==> config.mk <==
export PLATFORM = sky130hd
export DESIGN_NAME = xoshiro256ss_bounded_rng_top
export DESIGN_NICKNAME = d
export VERILOG_FILES = /design/src/rtl/xrng_pkg.sv /design/src/rtl/xoshiro256ss_bounded_rng_top.sv
export SDC_FILE = /design/constraint.sdc
export NUM_CORES = 2
export LEC_CHECK = 0
export BUFFER_PORTS_ARGS = -buffer_cell sky130_fd_sc_hd__buf_2
export CAP_MARGIN = 5
export CORE_UTILIZATION = 57
export DETAILED_ROUTE_END_ITERATION = 7
export GPL_TIMING_DRIVEN = 0
export PLACE_DENSITY = 0.81
export SLEW_MARGIN = 20
export SYNTH_ARGS = -nofsm -noshare
export SYNTH_HDL_FRONTEND = slang
export SYNTH_SLANG_ARGS = --single-unit
==> constraint.sdc <==
create_clock -name clk -period 9.2 [get_ports clk]
set_clock_uncertainty 0.15 [all_clocks]
set_input_delay 1.38 -clock clk [delete_from_list [all_inputs] [get_ports clk]]
set_output_delay 1.38 -clock clk [all_outputs]
set_load 0.01 [all_outputs]
==> src/rtl/xrng_pkg.sv <==
// Package for the xoshiro256** bounded generator: widths, codes, helpers.
// No dependencies.
package xrng_pkg;

    localparam int WORD_W   = 64;
    localparam int HALF_W   = 32;
    localparam int NUM_SEED = 4;
    localparam int CFG_IDX_W = 2;
    localparam int IN_W     = 72;   // op + range_max, padded to bytes
    localparam int OUT_W    = 96;   // value + upper_word

    localparam logic OP_RAW   = 1'b0;
    localparam logic OP_RANGE = 1'b1;

    typedef logic [WORD_W-1:0] word_t;

    function automatic word_t rotl(input word_t v, input int unsigned n);
        rotl = (v << n) | (v >> (WORD_W - n));
    endfunction

endpackage

==> src/rtl/xoshiro256ss_bounded_rng_top.sv <==
// Top level of the xoshiro256** generator with raw and unbiased ranged draws.
// Depends on xrng_pkg.
//
// A raw draw passes a draw step, then the output state. A ranged draw
// with range_max above one runs one shared restoring divider, one quotient
// bit per cycle, twice: first for the rejection threshold, then tries of a
// draw and a compare, repeated while the output is below the threshold, and
// then for the remainder. A ranged draw with range_max of zero or one returns
// zero in the cycle after accept and leaves the generator alone. The input
// is not ready while an item is at work or its result waits on the output.
// Seed writes reload the state at once.
module xoshiro256ss_bounded_rng_top
(
    input  logic                              clk,
    input  logic                              rst_n,
    // Seed write channel
    input  logic                              cfg_valid,
    output logic                              cfg_ready,
    input  logic [xrng_pkg::CFG_IDX_W-1:0]    cfg_index,
    input  logic [xrng_pkg::WORD_W-1:0]       cfg_data,
    // Request beat: [0] op, [64:1] range_max, [71:65] zero
    input  logic                              s_axis_tvalid,
    output logic                              s_axis_tready,
    input  logic [xrng_pkg::IN_W-1:0]         s_axis_tdata,
    // Result beat: [63:0] value, [95:64] upper_word
    output logic                              m_axis_tvalid,
    input  logic                              m_axis_tready,
    output logic [xrng_pkg::OUT_W-1:0]        m_axis_tdata
);
    import xrng_pkg::*;

    localparam logic [2:0] ST_IDLE = 3'd0;
    localparam logic [2:0] ST_THR  = 3'd1;
    localparam logic [2:0] ST_DRAW = 3'd2;
    localparam logic [2:0] ST_TEST = 3'd3;
    localparam logic [2:0] ST_REM  = 3'd4;
    localparam logic [2:0] ST_OUT  = 3'd5;
    localparam logic [2:0] ST_RAW  = 3'd6;

    logic [2:0]  state_reg, state_next;
    word_t       seed_reg [NUM_SEED];
    word_t       gs_reg [NUM_SEED];
    word_t       bound_reg;
    word_t       thr_reg;
    word_t       draw_reg;
    word_t       res_reg;
    // Shared divider: remainder, dividend shift, bit count
    word_t       rem_reg;
    word_t       dvd_reg;
    logic [6:0]  cnt_reg;

    logic        in_op;
    word_t       in_max;
    word_t       draw_out;
    word_t       step_s [NUM_SEED];
    logic [WORD_W:0] rem_sh;
    logic [WORD_W:0] rem_sub;
    logic        cfg_hit;

    assign in_op  = s_axis_tdata[0];
    assign in_max = s_axis_tdata[WORD_W:1];

    assign cfg_ready     = 1'b1;
    assign s_axis_tready = (state_reg == ST_IDLE);
    assign m_axis_tvalid = (state_reg == ST_OUT);
    assign m_axis_tdata  = {res_reg[WORD_W-1:HALF_W], res_reg};
    assign cfg_hit       = cfg_valid && cfg_ready;

    // Generator output and next state
    always_comb
    begin
        word_t t;
        t         = gs_reg[1] << 17;
        draw_out  = rotl(gs_reg[1] * 64'd5, 7) * 64'd9;
        step_s[2] = gs_reg[2] ^ gs_reg[0];
        step_s[3] = gs_reg[3] ^ gs_reg[1];
        step_s[1] = gs_reg[1] ^ step_s[2];
        step_s[0] = gs_reg[0] ^ step_s[3];
        step_s[2] = step_s[2] ^ t;
        step_s[3] = rotl(step_s[3], 45);
    end

    // One restoring divide step
    always_comb
    begin
        rem_sh  = {rem_reg, dvd_reg[WORD_W-1]};
        rem_sub = rem_sh - {1'b0, bound_reg};
    end

    // Sequencer
    always_comb
    begin
        state_next = state_reg;
        case (state_reg)
            ST_IDLE:
            begin
                if (s_axis_tvalid)
                begin
                    if (in_op == OP_RAW)
                        state_next = ST_RAW;
                    else if (in_max <= 64'd1)
                        state_next = ST_OUT;
                    else
                        state_next = ST_THR;
                end
            end
            ST_THR:  if (cnt_reg == 7'd63) state_next = ST_DRAW;
            ST_DRAW: state_next = ST_TEST;
            ST_TEST: state_next = (draw_reg < thr_reg) ? ST_DRAW : ST_REM;
            ST_REM:  if (cnt_reg == 7'd63) state_next = ST_OUT;
            ST_RAW:  state_next = ST_OUT;
            ST_OUT:  if (m_axis_tready) state_next = ST_IDLE;
            default: state_next = ST_IDLE;
        endcase
    end

    always_ff @(posedge clk or negedge rst_n)
    begin
        if (!rst_n)
        begin
            state_reg <= ST_IDLE;
            for (int i = 0; i < NUM_SEED; i++)
            begin
                seed_reg[i] <= '0;
                gs_reg[i]   <= (i == 0) ? 64'd1 : 64'd0;
            end
            cnt_reg <= '0;
        end
        else
        begin
            state_reg <= state_next;
            // Seed write reloads the whole state
            if (cfg_hit)
            begin
                for (int i = 0; i < NUM_SEED; i++)
                    gs_reg[i] <= (cfg_index == i[1:0]) ? cfg_data : seed_reg[i];
                seed_reg[cfg_index] <= cfg_data;
                if (cfg_data == '0)
                begin
                    // all-zero check on the words that remain
                    if (((cfg_index == 2'd0) ? '0 : seed_reg[0]) == '0 &&
                        ((cfg_index == 2'd1) ? '0 : seed_reg[1]) == '0 &&
                        ((cfg_index == 2'd2) ? '0 : seed_reg[2]) == '0 &&
                        ((cfg_index == 2'd3) ? '0 : seed_reg[3]) == '0)
                        gs_reg[0] <= 64'd1;
                end
            end
            else if (state_reg == ST_RAW || state_reg == ST_DRAW)
            begin
                for (int i = 0; i < NUM_SEED; i++)
                    gs_reg[i] <= step_s[i];
            end
            if (state_reg == ST_IDLE || state_reg == ST_TEST)
                cnt_reg <= '0;
            else if (state_reg == ST_THR || state_reg == ST_REM)
                cnt_reg <= cnt_reg + 7'd1;
        end
    end

    // Payload registers
    always_ff @(posedge clk)
    begin
        case (state_reg)
            ST_IDLE:
            begin
                bound_reg <= in_max;
                res_reg   <= '0;
                rem_reg   <= '0;
                dvd_reg   <= '0 - in_max;
            end
            ST_THR:
            begin
                dvd_reg <= dvd_reg << 1;
                rem_reg <= rem_sub[WORD_W] ? rem_sh[WORD_W-1:0] : rem_sub[WORD_W-1:0];
                if (cnt_reg == 7'd63)
                    thr_reg <= rem_sub[WORD_W] ? rem_sh[WORD_W-1:0]
                                               : rem_sub[WORD_W-1:0];
            end
            ST_DRAW:
                draw_reg <= draw_out;
            ST_TEST:
            begin
                rem_reg <= '0;
                dvd_reg <= draw_reg;
            end
            ST_REM:
            begin
                dvd_reg <= dvd_reg << 1;
                rem_reg <= rem_sub[WORD_W] ? rem_sh[WORD_W-1:0] : rem_sub[WORD_W-1:0];
                if (cnt_reg == 7'd63)
                    res_reg <= rem_sub[WORD_W] ? rem_sh[WORD_W-1:0]
                                               : rem_sub[WORD_W-1:0];
            end
            ST_RAW:
                res_reg <= draw_out;
            default:
                res_reg <= res_reg;
        endcase
    end

endmodule

==> out/metrics.cfg <==
[floorplanning]
die_h_um=318
die_w_um=318
core_area_sq_mm=0.0987
die_area_sq_mm=0.101
ioPinCount=242
row_count=115
start_util_pct=57.8

[detailed_routing]
dr.pass1.iters=6
routed_wl_um=209000
drtIter0Drc=5432
drcViolationCount=0
vias_per_cell=6.41
antenna_left=0
num_vias=48300
wire_per_inst_um=27.7

[sta]
slew_viol_final=0
hold_violations=0
fmax_ghz=0.115
slew_headroom_pct=8.90
rsz0062_at_grt=false
hold_slack_ns=0.376
period_share_pct=94.9
period_needed_ns=8.73
finalSetupViolCount=0
worstMarginPinSlew_ns=1.37

[global_routing]
grt_pass1_wl_um=304000
met3_usage_pct=8.85
grt_max_degree=97
busiest_layer=met2
use_met1_pct=47.3
grt.overflow.total=0
grtUsageMet2_pct=64.1
antenna_found_initial=14
grt_pass1_vias=47000
track_usage_pct=40.8

[critical_path]
required_ns=9.48
worst_path_most_repeated_cell=ha_1
critPathMaxStageDelay_ns=0.82
crit_arrival_ns=9.01
path_max_fanout=5
cp_slowest_cell=dfrtp_1
cp-end-kind=flip-flop
criticalPathCategory=reg -> reg
cp-start-kind=flip-flop

[synthesis]
syn_nets=6385
synthArstFlopShare_pct=57.6
synth_edf_count=384
ys_types=80
synth-seq-cells=906
ys.flop_type=dfrtp_1
synthCells=5869
synth_seq_area_share_pct=43.1
syn_area_sq_mm=0.0570
postSynthAreaPerCell_sq_um=9.71
yosys_warnings=0

[hold_path]
hp-class=reg -> reg

[clock_tree]
clock_tree.buffer_depth=3
cts_hold_buf=0
postCtsSetupBuffers=0
clkTransAtPathRegs_ns=0.07
cts_sinks=906
cts_buffers=99
cts_resized=0
cts_root_buffer=clkbuf_16
clk-insertion-delay-late_ns=0.72
cts-htree-levels=3
cts_tree=yes

[layout]
seq_area_sq_mm=0.0246
post-route-util_pct=64.3
areaGrowthSynthToFinish_pct=11.3
design_area_sq_mm=0.0634
post_route_cells_drive_above_1_share_pct=12.2
fillers=7863
multiInputGateArea_sq_mm=0.0299
nNetsFinal=6684

[place]
placement.cell_area_sq_mm=0.0601
place_congestion=1.04
dpl.hpwl_um=160000
io_buffers=169

[flow_run]
cap_violations=0

[status]
status=finished clean

logic make-up after synthesis:
family                   share of synthesized area, %
AO/OA/AOI/OAI                                    14.3
XOR/XNOR                                         9.29
adder cells (fa/ha/maj)                          8.23
buffers and inverters                            4.62
flip-flops                                       43.1
multiplexers                                     7.44
other                                         0.00658
AND/OR/NAND/NOR                                  13.0
layout by cell type, fill, tap and decap left out, types with 15 or more instances in the layout:
| master | Yosys | routed |
|---|---|---|
| nand2b_1 | 31 | 31 |
| buf_4 | 59 | 65 |
| ha_1 | 370 | 370 |
| o21bai_1 | 40 | 40 |
| a22oi_1 | 66 | 66 |
| nand3_1 | 43 | 43 |
| clkbuf_2 | 18 | 22 |
| a31oi_1 | 230 | 230 |
| xor2_1 | 294 | 294 |
| xnor2_1 | 308 | 308 |
| buf_1 | 23 | 23 |
| o2bb2ai_1 | 15 | 15 |
| nor4_1 | 70 | 62 |
| clkinv_2 | 0 | 16 |
| clkbuf_1 | 249 | 265 |
| nand2_1 | 750 | 750 |
| a21oi_1 | 292 | 290 |
| dfrtp_1 | 521 | 516 |
| nand4_1 | 56 | 56 |
| nor3_1 | 79 | 78 |
| nor2_1 | 503 | 502 |
| o21ai_0 | 218 | 215 |
| a211oi_1 | 83 | 81 |
| nor2b_1 | 36 | 36 |
| or4_1 | 18 | 18 |
| and3_1 | 35 | 35 |
| mux2i_1 | 130 | 130 |
| clkbuf_16 | 0 | 100 |
| buf_2 | 24 | 192 |
| mux2_2 | 261 | 261 |
| or3_1 | 17 | 17 |
| edfxtp_1 | 384 | 384 |
| a21o_1 | 158 | 158 |
| and2_1 | 19 | 19 |
| inv_1 | 247 | 246 |
| o21ai_1 | 16 | 18 |
cells in the mapped netlist (all sizes together), types with 13 or more instances:
master / count / area (sq um)
clkbuf: 267 / 1020
o21a: 13 / 97.6
and2: 20 / 125
and3: 35 / 219
a21o: 158 / 1190
nor3: 79 / 395
nor2: 503 / 1890
o211ai: 14 / 105
xor2: 294 / 2570
edfxtp: 384 / 11500
o31ai: 14 / 105
nand4: 56 / 350
a22oi: 66 / 495
o21bai: 40 / 300
nand2: 750 / 2820
nor4: 71 / 450
a31oi: 230 / 1440
o2bb2ai: 15 / 131
nor2b: 36 / 225
mux2: 261 / 2940
inv: 247 / 927
or4: 18 / 135
nand3: 43 / 215
o21ai: 235 / 1180
a211oi: 83 / 623
nand2b: 31 / 194
buf: 109 / 683
dfrtp: 521 / 13000
or3: 17 / 106
ha: 370 / 4630
xnor2: 308 / 2700
a21oi: 292 / 1460
mux2i: 130 / 1300
through the flow:
stage | cells | TNS, ns | setup slack, ns
after floorplan | 5869 | 0 | 0.349
after global placement | 7325 | -2474.19 | -4.35
after detailed placement | 7352 | 0 | 0.101
after CTS | 7530 | 0 | 0.0612
after global routing | 7533 | 0 | 0.140
final | 7540 | 0 | 0.467
worst max-delay path: cells and delay by family, from the launching register on:
kind | cells | cell delay (ns)
xor gates and xnor gates | 1 | 0.16
and+or+nand+nor | 5 | 1.26
buffers and inverters | 1 | 0.09
adders and majority gates | 4 | 1.12
DFF | 1 | 0.82
AOI/OAI and AO/OA | 16 | 4.83
final cells by class:
type | count | area share (%)
clock buffers | 134 | 4.37
plain buffers | 376 | 2.70
diodes | 8 | 0.0316
flip-flops and latches | 906 | 38.8
clock inverters | 44 | 0.834
inverters | 247 | 1.47
multi-input cells | 4340 | 47.1
well taps | 1287 | 2.54
repair buffers | 198 | 2.17
metal layers:
| metal | wire (um) | vias up |
|---|---|---|
| met4 | 21800 | 14 |
| met2 | 93400 | 2746 |
| met5 | 88 | - |
| met1 | 74200 | 23400 |
| li1 | - | 21500 |
| met3 | 19100 | 751 |
path summary, 6_finish.rpt:
path / to / cells past startpoint / slack, ns / startpoint
max in group asynchronous: seed_reg[57]$_DFFE_PN0P_ / 5 / 6.49 / rst_n
min in group asynchronous: seed_reg[83]$_DFFE_PN0P_ / 1 / 0.40 / rst_n
worst min-delay path: seed_reg[124]$_DFFE_PN0P_ / 1 / 0.38 / seed_reg[124]$_DFFE_PN0P_
worst min register to register: seed_reg[124]$_DFFE_PN0P_ / 1 / 0.38 / seed_reg[124]$_DFFE_PN0P_
worst max-delay path: res_reg[61]$_SDFFCE_PP0P_ / 27 / 0.47 / gs_reg[132]$_DFFE_PN0P_
worst max register to register: res_reg[61]$_SDFFCE_PP0P_ / 27 / 0.47 / gs_reg[132]$_DFFE_PN0P_
Power is not shown: default switching activity piles up to over one toggle a cycle in this logic, so the estimate is an artifact.
